## src/sv/lgs_pkg.sv

```systemverilog
// Shared types and constants of the life generation stream unit.
package lgs_pkg;

  localparam int GRID_WIDTH_W  = 9;
  localparam int GRID_HEIGHT_W = 13;
  localparam int OUT_ROW_W     = 12;
  localparam int OUT_COL_W     = 8;
  localparam int IN_TDATA_W    = 8;
  localparam int OUT_PAD_W     = 3;
  localparam int OUT_TDATA_W   = 1 + OUT_ROW_W + OUT_COL_W + OUT_PAD_W;
  localparam int CFG_ADDR_W    = 3;
  localparam int CFG_DATA_W    = 32;
  localparam int STORE_W       = 2;

  localparam logic [GRID_WIDTH_W-1:0]  GRID_WIDTH_RST  = 9'd80;
  localparam logic [GRID_HEIGHT_W-1:0] GRID_HEIGHT_RST = 13'd24;

  localparam logic CMD_CELL  = 1'b0;
  localparam logic CMD_FLUSH = 1'b1;

  localparam logic REG_GRID_WIDTH  = 1'b0;
  localparam logic REG_GRID_HEIGHT = 1'b1;

  typedef struct packed {
    logic push;
    logic clear;
    logic first_col;
    logic left_ok;
    logic wide;
  } win_ctl_t;

endpackage

```

## src/sv/life_generation_stream_unit.sv

```systemverilog
// Top level of the life generation stream unit with control, configuration and output buffer.
// Computes one B3/S23 generation of a grid streamed in raster order, one cell per item, with
// dead cells outside the grid. The unit takes one item per clock while in_tready is high; the row
// store is a chain of MAX_WIDTH cells tapped at the grid width, so every neighbor is at hand
// without stalls. Each result leaves one row plus one cell after its cell, and flush items on
// in_tuser drain the last row plus one cell after the frame's final cell. For a frame of a single
// row, in_tready drops for one cycle after the final cell while a dead cell is pushed internally.
// A two-entry output buffer keeps in_tready high while one result waits on out_tready.
module life_generation_stream_unit import lgs_pkg::*; #(
  parameter int MAX_WIDTH  = 256,
  parameter int MAX_HEIGHT = 4096
) (
  input  logic                   clk,
  input  logic                   rst_n,
  input  logic                   cfg_psel,
  input  logic                   cfg_penable,
  input  logic                   cfg_pwrite,
  input  logic [CFG_ADDR_W-1:0]  cfg_paddr,
  input  logic [CFG_DATA_W-1:0]  cfg_pwdata,
  output logic [CFG_DATA_W-1:0]  cfg_prdata,
  output logic                   cfg_pready,
  input  logic                   in_tvalid,
  output logic                   in_tready,
  input  logic [IN_TDATA_W-1:0]  in_tdata,   // [0] cell_alive, [7:1] zero
  input  logic [0:0]             in_tuser,   // [0] command
  output logic                   out_tvalid,
  input  logic                   out_tready,
  output logic [OUT_TDATA_W-1:0] out_tdata,  // [0] next_alive, [12:1] out_row, [20:13] out_col
  output logic                   out_tlast   // frame_end
);

  localparam int WW = $clog2(MAX_WIDTH + 1);
  localparam int CW = $clog2(MAX_WIDTH);
  localparam int RW = $clog2(MAX_HEIGHT + 2);
  localparam int PW = $clog2(MAX_WIDTH + 2);

  logic [GRID_WIDTH_W-1:0]  grid_width_r;
  logic [GRID_HEIGHT_W-1:0] grid_height_r;
  logic [CW-1:0]            col_r;
  logic [CW-1:0]            col_nxt;
  logic [RW-1:0]            row_r;
  logic [RW-1:0]            row_nxt;
  logic [PW-1:0]            pend_r;
  logic [PW-1:0]            pend_nxt;
  logic                     bubble_r;
  logic                     bubble_nxt;
  logic                     out_valid_r;
  logic                     out_valid_nxt;
  logic [OUT_TDATA_W-1:0]   out_data_r;
  logic [OUT_TDATA_W-1:0]   out_data_nxt;
  logic                     out_last_r;
  logic                     out_last_nxt;
  logic                     skid_valid_r;
  logic                     skid_valid_nxt;
  logic [OUT_TDATA_W-1:0]   skid_data_r;
  logic [OUT_TDATA_W-1:0]   skid_data_nxt;
  logic                     skid_last_r;
  logic                     skid_last_nxt;

  logic [WW-1:0]          eff_w;
  logic [WW-1:0]          w_last;
  logic [RW-1:0]          eff_h;
  logic [RW-1:0]          h_last;
  logic                   cfg_we;
  logic                   acc;
  logic                   pend_zero;
  logic                   cell_push;
  logic                   flush_push;
  logic                   push;
  logic                   push_bit;
  logic                   first_col;
  logic                   at_col_last;
  logic                   at_last;
  logic                   emit;
  logic                   produce;
  logic                   last_flush;
  logic                   stream_clear;
  logic                   pop;
  logic                   next_alive;
  logic [STORE_W-1:0]     tail;
  logic [STORE_W-1:0]     old;
  logic [STORE_W-1:0]     store_in;
  logic [2:0]             column;
  logic [CW-1:0]          ins_idx;
  logic [RW-1:0]          orow;
  logic [WW-1:0]          ocol;
  logic [OUT_TDATA_W-1:0] res_data;
  win_ctl_t               win_ctl;

  // Configuration port.
  assign cfg_pready = 1'b1;
  assign cfg_we     = cfg_psel && cfg_penable && cfg_pwrite && cfg_pready;

  always_comb begin
    case (cfg_paddr[2])
      REG_GRID_WIDTH:  cfg_prdata = CFG_DATA_W'(grid_width_r);
      REG_GRID_HEIGHT: cfg_prdata = CFG_DATA_W'(grid_height_r);
      default:         cfg_prdata = '0;
    endcase
  end

  always_ff @(posedge clk) begin
    if (!rst_n) begin
      grid_width_r  <= GRID_WIDTH_RST;
      grid_height_r <= GRID_HEIGHT_RST;
    end else if (cfg_we) begin
      case (cfg_paddr[2])
        REG_GRID_WIDTH:  grid_width_r  <= cfg_pwdata[GRID_WIDTH_W-1:0];
        REG_GRID_HEIGHT: grid_height_r <= cfg_pwdata[GRID_HEIGHT_W-1:0];
        default: begin
        end
      endcase
    end
  end

  always_comb begin
    if (grid_width_r == '0) begin
      eff_w = WW'(1);
    end else if (32'(grid_width_r) > 32'(MAX_WIDTH)) begin
      eff_w = WW'(MAX_WIDTH);
    end else begin
      eff_w = WW'(grid_width_r);
    end
    if (grid_height_r == '0) begin
      eff_h = RW'(1);
    end else if (32'(grid_height_r) > 32'(MAX_HEIGHT)) begin
      eff_h = RW'(MAX_HEIGHT);
    end else begin
      eff_h = RW'(grid_height_r);
    end
  end

  assign w_last  = eff_w - WW'(1);
  assign h_last  = eff_h - RW'(1);
  assign ins_idx = CW'(32'(MAX_WIDTH) - 32'(eff_w));

  // Stream control.
  assign in_tready   = !skid_valid_r && !bubble_r;
  assign acc         = in_tvalid && in_tready;
  assign pend_zero   = (pend_r == '0);
  assign cell_push   = acc && (in_tuser[0] == CMD_CELL) && pend_zero;
  assign flush_push  = acc && (in_tuser[0] == CMD_FLUSH) && !pend_zero;
  assign push        = cell_push || flush_push || bubble_r;
  assign push_bit    = cell_push && in_tdata[0];
  assign first_col   = (col_r == '0);
  assign at_col_last = (WW'(col_r) == w_last);
  assign at_last     = (row_r == h_last) && at_col_last;
  assign emit        = (row_r >= RW'(2)) || ((row_r == RW'(1)) && !first_col);
  assign produce     = push && emit;
  assign last_flush  = flush_push && (pend_r == PW'(1));
  assign stream_clear = cfg_we || last_flush;

  assign old      = (row_r != '0) ? tail : '0;
  assign column   = {push_bit, old[0], old[1]};
  assign store_in = {old[0], push_bit};

  lgs_row_chain #(
    .DEPTH (MAX_WIDTH)
  ) u_row_chain (
    .clk      (clk),
    .shift_en (push),
    .ins_idx  (ins_idx),
    .store_in (store_in),
    .tail     (tail)
  );

  assign win_ctl.push      = push;
  assign win_ctl.clear     = stream_clear;
  assign win_ctl.first_col = first_col;
  assign win_ctl.left_ok   = (col_r >= CW'(2));
  assign win_ctl.wide      = (eff_w >= WW'(2));

  lgs_window u_window (
    .clk        (clk),
    .rst_n      (rst_n),
    .ctl        (win_ctl),
    .column     (column),
    .next_alive (next_alive)
  );

  assign orow     = first_col ? (row_r - RW'(2)) : (row_r - RW'(1));
  assign ocol     = first_col ? w_last : (WW'(col_r) - WW'(1));
  assign res_data = {{OUT_PAD_W{1'b0}}, OUT_COL_W'(ocol), OUT_ROW_W'(orow), next_alive};

  always_comb begin
    col_nxt    = col_r;
    row_nxt    = row_r;
    pend_nxt   = pend_r;
    bubble_nxt = bubble_r;
    if (stream_clear) begin
      col_nxt  = '0;
      row_nxt  = '0;
      pend_nxt = '0;
    end else if (push) begin
      if (at_col_last) begin
        col_nxt = '0;
        row_nxt = row_r + RW'(1);
      end else begin
        col_nxt = col_r + CW'(1);
      end
      if (cell_push && at_last) begin
        pend_nxt = (eff_h == RW'(1)) ? PW'(eff_w) : (PW'(eff_w) + PW'(1));
      end else if (flush_push) begin
        pend_nxt = pend_r - PW'(1);
      end
    end
    if (cfg_we) begin
      bubble_nxt = 1'b0;
    end else if (cell_push && at_last && (eff_h == RW'(1))) begin
      bubble_nxt = 1'b1;
    end else if (bubble_r) begin
      bubble_nxt = 1'b0;
    end
  end

  always_ff @(posedge clk) begin
    if (!rst_n) begin
      col_r    <= '0;
      row_r    <= '0;
      pend_r   <= '0;
      bubble_r <= 1'b0;
    end else begin
      col_r    <= col_nxt;
      row_r    <= row_nxt;
      pend_r   <= pend_nxt;
      bubble_r <= bubble_nxt;
    end
  end

  // Output register with one skid entry.
  assign pop = out_valid_r && out_tready;

  always_comb begin
    out_valid_nxt  = out_valid_r;
    out_data_nxt   = out_data_r;
    out_last_nxt   = out_last_r;
    skid_valid_nxt = skid_valid_r;
    skid_data_nxt  = skid_data_r;
    skid_last_nxt  = skid_last_r;
    if (skid_valid_r) begin
      if (pop) begin
        out_data_nxt   = skid_data_r;
        out_last_nxt   = skid_last_r;
        skid_valid_nxt = 1'b0;
      end
    end else if (produce) begin
      if (out_valid_r && !pop) begin
        skid_valid_nxt = 1'b1;
        skid_data_nxt  = res_data;
        skid_last_nxt  = last_flush;
      end else begin
        out_valid_nxt = 1'b1;
        out_data_nxt  = res_data;
        out_last_nxt  = last_flush;
      end
    end else if (pop) begin
      out_valid_nxt = 1'b0;
    end
  end

  always_ff @(posedge clk) begin
    if (!rst_n) begin
      out_valid_r  <= 1'b0;
      skid_valid_r <= 1'b0;
    end else begin
      out_valid_r  <= out_valid_nxt;
      skid_valid_r <= skid_valid_nxt;
    end
  end

  always_ff @(posedge clk) begin
    out_data_r  <= out_data_nxt;
    out_last_r  <= out_last_nxt;
    skid_data_r <= skid_data_nxt;
    skid_last_r <= skid_last_nxt;
  end

  assign out_tvalid = out_valid_r;
  assign out_tdata  = out_data_r;
  assign out_tlast  = out_last_r;

endmodule

```

## src/sv/lgs_cell.sv

```systemverilog
// One two-bit cell of the row delay chain, loading new data or taking its neighbor's.
module lgs_cell import lgs_pkg::*; (
  input  logic               clk,
  input  logic               shift_en,
  input  logic               load,
  input  logic [STORE_W-1:0] load_data,
  input  logic [STORE_W-1:0] chain_in,
  output logic [STORE_W-1:0] q
);

  logic [STORE_W-1:0] cell_r;
  logic [STORE_W-1:0] cell_nxt;

  assign cell_nxt = load ? load_data : chain_in;

  always_ff @(posedge clk) begin
    if (shift_en) begin
      cell_r <= cell_nxt;
    end
  end

  assign q = cell_r;

endmodule

```

## src/sv/lgs_row_chain.sv

```systemverilog
// Row delay chain of cells whose effective length follows the grid width.
module lgs_row_chain import lgs_pkg::*; #(
  parameter int DEPTH = 256
) (
  input  logic                     clk,
  input  logic                     shift_en,
  input  logic [$clog2(DEPTH)-1:0] ins_idx,
  input  logic [STORE_W-1:0]       store_in,
  output logic [STORE_W-1:0]       tail
);

  localparam int IDX_W = $clog2(DEPTH);

  logic [STORE_W-1:0] link [DEPTH];

  for (genvar k = 0; k < DEPTH; k++) begin : g_cell
    logic [STORE_W-1:0] from_left;
    if (k == 0) begin : g_head
      assign from_left = store_in;
    end else begin : g_body
      assign from_left = link[k-1];
    end
    lgs_cell u_cell (
      .clk       (clk),
      .shift_en  (shift_en),
      .load      (ins_idx == IDX_W'(k)),
      .load_data (store_in),
      .chain_in  (from_left),
      .q         (link[k])
    );
  end

  assign tail = link[DEPTH-1];

endmodule

```

## src/sv/lgs_window.sv

```systemverilog
// Three by three neighborhood window and the B3/S23 rule.
module lgs_window import lgs_pkg::*; (
  input  logic       clk,
  input  logic       rst_n,
  input  win_ctl_t   ctl,
  input  logic [2:0] column,
  output logic       next_alive
);

  logic [8:0] window_r;
  logic [8:0] window_nxt;
  logic [8:0] shifted;
  logic [2:0] lc;
  logic [2:0] cc;
  logic [2:0] rc;
  logic [3:0] count;

  assign shifted = {column, window_r[8:3]};

  always_comb begin
    if (ctl.first_col) begin
      lc = ctl.wide ? window_r[5:3] : 3'b000;
      cc = window_r[8:6];
      rc = 3'b000;
    end else begin
      lc = ctl.left_ok ? shifted[2:0] : 3'b000;
      cc = shifted[5:3];
      rc = shifted[8:6];
    end
    count = 4'(lc[0]) + 4'(lc[1]) + 4'(lc[2]) + 4'(rc[0]) + 4'(rc[1]) + 4'(rc[2])
          + 4'(cc[0]) + 4'(cc[2]);
    next_alive = (count == 4'd3) || (cc[1] && (count == 4'd2));
  end

  always_comb begin
    if (ctl.clear) begin
      window_nxt = '0;
    end else if (ctl.push) begin
      window_nxt = shifted;
    end else begin
      window_nxt = window_r;
    end
  end

  always_ff @(posedge clk) begin
    if (!rst_n) begin
      window_r <= '0;
    end else begin
      window_r <= window_nxt;
    end
  end

endmodule

```

## config.mk

```make
export PLATFORM = sky130hd
export DESIGN_NAME = life_generation_stream_unit
export DESIGN_NICKNAME = d
export VERILOG_FILES = /design/src/sv/lgs_pkg.sv /design/src/sv/life_generation_stream_unit.sv /design/src/sv/lgs_cell.sv /design/src/sv/lgs_row_chain.sv /design/src/sv/lgs_window.sv
export SDC_FILE = /design/constraint.sdc
export NUM_CORES = 1
export LEC_CHECK = 0
export BUFFER_PORTS_ARGS = -buffer_cell sky130_fd_sc_hd__buf_2
export CAP_MARGIN = 5
export CELL_PAD_IN_SITES_DETAIL_PLACEMENT = 2
export CELL_PAD_IN_SITES_GLOBAL_PLACEMENT = 2
export CORE_MARGIN = 1.5
export CORE_UTILIZATION = 30
export CTS_CLUSTER_SIZE = 30
export DETAILED_ROUTE_END_ITERATION = 10
export HOLD_SLACK_MARGIN = 0.1
export MAX_ROUTING_LAYER = met4
export PLACE_DENSITY = 0.58
export SYNTH_ARGS = -nofsm -noshare
export SYNTH_HDL_FRONTEND = slang
export SYNTH_SLANG_ARGS = --single-unit
export TNS_END_PERCENT = 5
```

## constraint.sdc

```tcl
create_clock -name clk -period 46.8 [get_ports clk]
set_clock_uncertainty 0.2 [all_clocks]
set_input_delay 14.04 -clock clk [delete_from_list [all_inputs] [get_ports clk]]
set_output_delay 14.04 -clock clk [all_outputs]
set_load 0.01 [all_outputs]
```

**Word-level counts from Yosys, hierarchy flattened**

Cells that the tools add are included.

- Flip-flop bits (word level): 623
- RAM bits: 0
- Input bits: 51
- Bits in latches: 0
- Output and inout bits: 60
- Memory bits (read-only): 0
- Memories kept: 0
- Word-level logic and storage cells: 892

- Reduce and logical (&&, ||, !) cells: 45
- Multiplexer cells: 287
- $add $sub $neg: 17
- Bitwise logic cells: 4
- Shifts and indexed selects: 0
- Divide/modulo/power cells: 0
- Eq/ne operators: 265
- Multipliers: 0
- Order comparisons: 5

Operators by type and width:

| cell | count |
|---|---|
| 8-bit == test (second input constant) | 128 |
| 8-bit by 7-bit == test with 1-bit output (second input constant) | 64 |
| 2-bit 2-to-1 mux | 256 |
| 8-bit by 6-bit == test with 1-bit output (second input constant) | 32 |
| 8-bit by 5-bit == test with 1-bit output (second input constant) | 16 |
| 24-bit 2-to-1 mux | 4 |
| 8-bit by 4-bit == test with 1-bit output (second input constant) | 8 |
| 32-bit case mux with 2 select lines | 1 |
| 9-bit 2-to-1 mux | 5 |
| 8-bit by 3-bit == test with 1-bit output (second input constant) | 4 |
| 13-bit by 1-bit == test with 1-bit output (second input constant) | 2 |
| 13-bit 2-to-1 mux | 2 |
| 4-bit by 1-bit adder with 4-bit output | 6 |
| 1-bit logical AND | 18 |
| 9-bit logical NOT | 2 |
| 9-bit by 1-bit subtractor with 9-bit output (second input constant) | 2 |
| 8-bit by 2-bit == test with 1-bit output (second input constant) | 2 |
| 8-bit 2-to-1 mux | 2 |
| 13-bit by 1-bit adder with 13-bit output (second input constant) | 1 |
| 13-bit == test | 1 |
| 13-bit by 2-bit greater-or-equal comparator with 1-bit output (second input constant) | 1 |
| 13-bit greater-than comparator (second input constant) | 1 |
| 13-bit logical NOT | 1 |
| 13-bit nonzero test | 1 |
| 28 further kinds | 63 |

**Logic depth before layout (Yosys ltp)**

- Depth after elaboration: 19
- Mapped depth: 20
- Depth with buffers taken out: 18

**Modules after synthesis**

A second synthesis with hierarchy kept.

- Cells, all modules: 2,172
- Area total of the unflattened synthesis: 29,908.7 um^2

Modules (own cells, without submodules):

| module | seq. area each (um^2) | instances | cells an instance | area each (um^2) |
|---|---|---|---|---|
| lgs_cell | 60.1 | 256 | 4 | 82.6 |
| life_generation_stream_unit | 2,422.3 | 1 | 756 | 6,533.8 |
| lgs_row_chain | 0.0 | 1 | 350 | 1,800.5 |
| lgs_window | 120.1 | 1 | 42 | 434.2 |

**Worst setup path after synthesis**

No wires, ideal clock.

- Kind: input -> register
- From: input in_tuser
- To: register skid_data_r[0], enable pin
- Stages on the path: 5
- Buffers on the path: 1
- Path slack: 14,092 ps
- Library setup time: 434 ps
- Required time: 46,166 ps
- Arrival: 32,074 ps
- Cell sequence: xnor2_1 -> o21bai_2 -> clkbuf_1 -> nand3b_1 -> nor3b_1

- Cells in the longest elaborated chain, start to end: 7
- Elaborated cells on any way between the ends: 9
- Those cells by class: bitwise (1); reduce/logical (8)

RTL lines:

| item | RTL line | text |
|---|---|---|
| start: declaration | life_generation_stream_unit.sv:25 | `input logic [0:0] in_tuser,` |
| 1-bit NOT | life_generation_stream_unit.sv:141 | `assign cell_push = acc && (in_tuser[0] == CMD_CELL) && pend_zero;` |
| 1-bit logical AND (2 in a row) | life_generation_stream_unit.sv:141 |  |
| 1-bit logical OR * (2 in a row) | life_generation_stream_unit.sv:143 | `assign push = cell_push \|\| flush_push \|\| bubble_r;` |
| named net push | life_generation_stream_unit.sv:69 | `logic push;` |
| 1-bit logical AND * | life_generation_stream_unit.sv:149 | `assign produce = push && emit;` |
| 3-bit AND reduction (no line) * | n/a |  |
| end signal: assignment | life_generation_stream_unit.sv:274 | `skid_data_r <= skid_data_nxt;` |
| end: declaration | life_generation_stream_unit.sv:55 | `logic [OUT_TDATA_W-1:0] skid_data_r;` |

The timed path passes the listed nets; every way through them passes the cells marked *.
A chain may end at the register's enable or synchronous reset.

**Final worst setup path**

- From: input cfg_paddr[2]
- To: output cfg_prdata[4]

- Cells in the longest elaborated chain, start to end: 2

RTL lines:

| item | RTL line | text |
|---|---|---|
| start: declaration | life_generation_stream_unit.sv:18 | `input logic [CFG_ADDR_W-1:0] cfg_paddr,` |
| 1-bit NOT (no line) | n/a |  |
| 32-bit case mux with 2 select lines * | life_generation_stream_unit.sv:95 | `case (cfg_paddr[2])` |
| end: declaration | life_generation_stream_unit.sv:20 | `output logic [CFG_DATA_W-1:0] cfg_prdata,` |

Every way passes the cells marked *; elsewhere a longest branch is shown, timed or not. The select of a mux whose other input is x is not followed.

==> out/qor.yml <==
power:
  power_leakage_uw: 0.0109
  power.density_nw_per_um2: 69.9
  power_uw: 2310
  max-vdd-ir-drop_uv: 107
timing:
  setup_tns_ps: 0
  max_freq_ghz: 0.0343
  report.final.hold_viol_count: 0
  finalWorstSetupSlack_ps: 17640
  rsz0062_at_grt: "no"
  tightest_slew_ps: 1340
  setup_viol_count_final: 0
  post-route-min-period_ps: 29160
  post-route-period-util_pct: 62.3
  relSlewSlack_pct: 10.8
  slew_viol_final: 0
global_route:
  grt_pass1_wl_um: 135000
  met3_usage_pct: 2.42
  grt_overflow: 0
  antenna_found_initial: 0
  grt_pass1_vias: 22353
  grt_start_max_net_pins: 208
  grt.busiest_layer: "met2"
  grtUsageMet1_pct: 23.0
  grtUsageMet2_pct: 29.7
  grt_usage_pct: 18.0
synthesis:
  seq_area_frac_synth_pct: 61.3
  synth-simple-area-share_pct: 11.6
  synth-seq-cells: 617
  synth_top_area_share_pct: 57.1
  synth_top_family_by_area: "compound AO/OA/AOI/OAI gates"
  synth_warnings: 0
  async_reset_ff_share_pct: 0
  yosys.area_share.adder_pct: 1.34
  synthMuxAreaShare_pct: 1.73
  synth.avg_cell_area_sq_um: 10.8
  synth-compound-area-share_pct: 18.4
  ys.flop_type: "edfxtp_1"
  synth-edff-count: 556
  synthTopCellsByArea: "edfxtp_1 (57%), o21ai_0 (9.0%), o31ai_1 (6.8%)"
  synth_top_cell_by_area: "edfxtp_1"
  syn_inst: 2695
  syn_area_sq_um: 29200
  synth-xor-area-share_pct: 1.41
  synth_cell_types: 83
clock_tree:
  clk_latency_ps: 650
  clkTransAtPathRegs_ps: 60
  cts.htree.levels: 3
  cts_resized: 0
  cts_buffers: 78
  clock_sinks: 617
  postCtsHoldBufs: 0
  cts-root-buf: "clkbuf_16"
  clock_path_buffers: 3
  cts_setup_buffers: 0
  cts_tree: "yes"
detailed_routing:
  ant_nets: 0
  wire_per_inst_um: 21.9
  wl_um: 86800
  drt_iter0_markers: 1260
  vias_per_cell: 5.28
  num_vias: 20925
  dr.pass1.iters: 5
  drcViolationCount: 0
placed_design:
  place.gp.congestion: 0.798
  dp_cells: 3827
  io_buffers: 59
  dp_slack_ps: 17640
  dp_hpwl_um: 51200
worst_setup_path:
  startpoint_type: "input pin"
  worstPathArrival_ps: 14920
  r2r_start: "pend_r[0]$_SDFFE_PP0P_"
  cp_data_required_time_ps: 32560
  critPathMaxFanout: 16
  rr_worst_depth: 11
  crit_start: "cfg_paddr[2]"
  end_kind: "output port"
  criticalPathCategory: "input pin to output port"
finish:
  nNetsFinal: 2711
  layout_commonest_cell: "edfxtp_1"
  drive_gt1_share_pct: 9.89
  layout_common_cells: "edfxtp_1 (556), o21ai_0 (525), nand2_1 (497)"
  n_antenna_cell: 0
  synthToLayoutAreaGrowth_pct: 12.9
  layoutNonFillerInstCount: 3966
  utilization_pct: 34.2
min_path:
  holdCritPathClass: "register to register"
  holdPathStages: 2
  hold_start: "u_window.window_r[3]$_SDFFE_PP0P_"
floorplan:
  core-area_sq_um: 96600
  io_pins: 111
  die_height_um: 315
  num_rows: 114
  die_w_um: 315
  die_area_sq_um: 99300
  initial_utilization_pct: 30.3
run_status:
  status: "finished clean"
job:
  drv_cap: 0
## stage by stage
stage          area (sq um)  hold slack, ps
6_report              33000             257
5_1_grt               33000             285
3_3_place_gp          30500             237
4_1_cts               33000             258
2_1_floorplan         29300             227
3_5_place_dp          30500             250
## final timing paths
check | slack [ps] | to
setup reg to reg | 39640 | u_row_chain.g_cell[106].u_cell.q[1]$_DFFE_PP_
hold / removal | 260 | u_window.window_r[3]$_SDFFE_PP0P_
setup / recovery | 17640 | cfg_prdata[4]
hold reg to reg | 260 | u_window.window_r[3]$_SDFFE_PP0P_
## worst max-delay path, stage by stage
cell    delay, ps
buf_2         340
mux2_2        390
buf_2         140
## report_power, final
group          leakage, uW  internal (uW)  switching [uW]
clock network      0.00121            355             241
logic              0.00396            137             435
registers          0.00569           1060            79.5
total               0.0109           1550             755
## logic make-up (layout without fill, tap and decap cells)
group / count (synthesis) / count (layout)
compound gates: 900 / 900
mux: 46 / 46
buf+inv: 294 / 268
simple gates: 760 / 760
other cells: 2 / 23
fa+ha+maj: 29 / 29
flops: 617 / 617
xor+xnor: 47 / 47
## per-layer routing
layer,vias to the layer above,routed length [um]
met3,130,2170
met4,0,2130
met1,10703,40400
met5,-,0
li1,9827,-
met2,265,42100
## synthesized netlist by cell type, types with 3 or more instances
cell	instances
a211oi_1	5
a21o_1	3
a21oi_1	51
a31oi_1	6
and2_1	17
and3_1	11
and4_1	3
buf_2	15
buf_4	23
clkbuf_1	209
clkbuf_2	7
dfxtp_1	61
edfxtp_1	556
fa_1	4
ha_1	25
inv_1	37
mux2_2	36
mux2i_1	10
nand2_1	502
nand2b_1	10
nand3_1	28
nand4_1	15
nor2_1	66
nor2b_1	9
nor3_1	27
nor3b_1	6
nor4_1	16
nor4b_1	6
o211ai_1	9
o21a_1	3
o21ai_0	525
o31ai_1	264
or2_2	3
or3_1	7
or4_1	12
or4_4	3
xnor2_1	35
xor2_1	12
## area by class of cell
| cell class | instances | area (sq um) |
|---|---|---|
| Clock inverter | 37 | 342 |
| Sequential cell | 617 | 17900 |
| Multi-Input combinational cell | 1805 | 10300 |
| Inverter | 37 | 139 |
| Clock buffer | 102 | 2150 |
| Timing Repair Buffer | 92 | 581 |
| Tap cell | 1276 | 1600 |
| Fill cell | 10181 | 63600 |
## registers in the layout (all words and copies together), names as in the netlist
signal	cells
u_window.window_r	6
out_tvalid	1
u_row_chain.g_cell.u_cell.q	512
out_tlast	1
row_r	13
grid_height_r	13
skid_last_r	1
skid_data_r	21
skid_valid_r	1
pend_r	9
grid_width_r	9
bubble_r	1
col_r	8
out_tdata	21
Power figures use the tool's default switching activity.
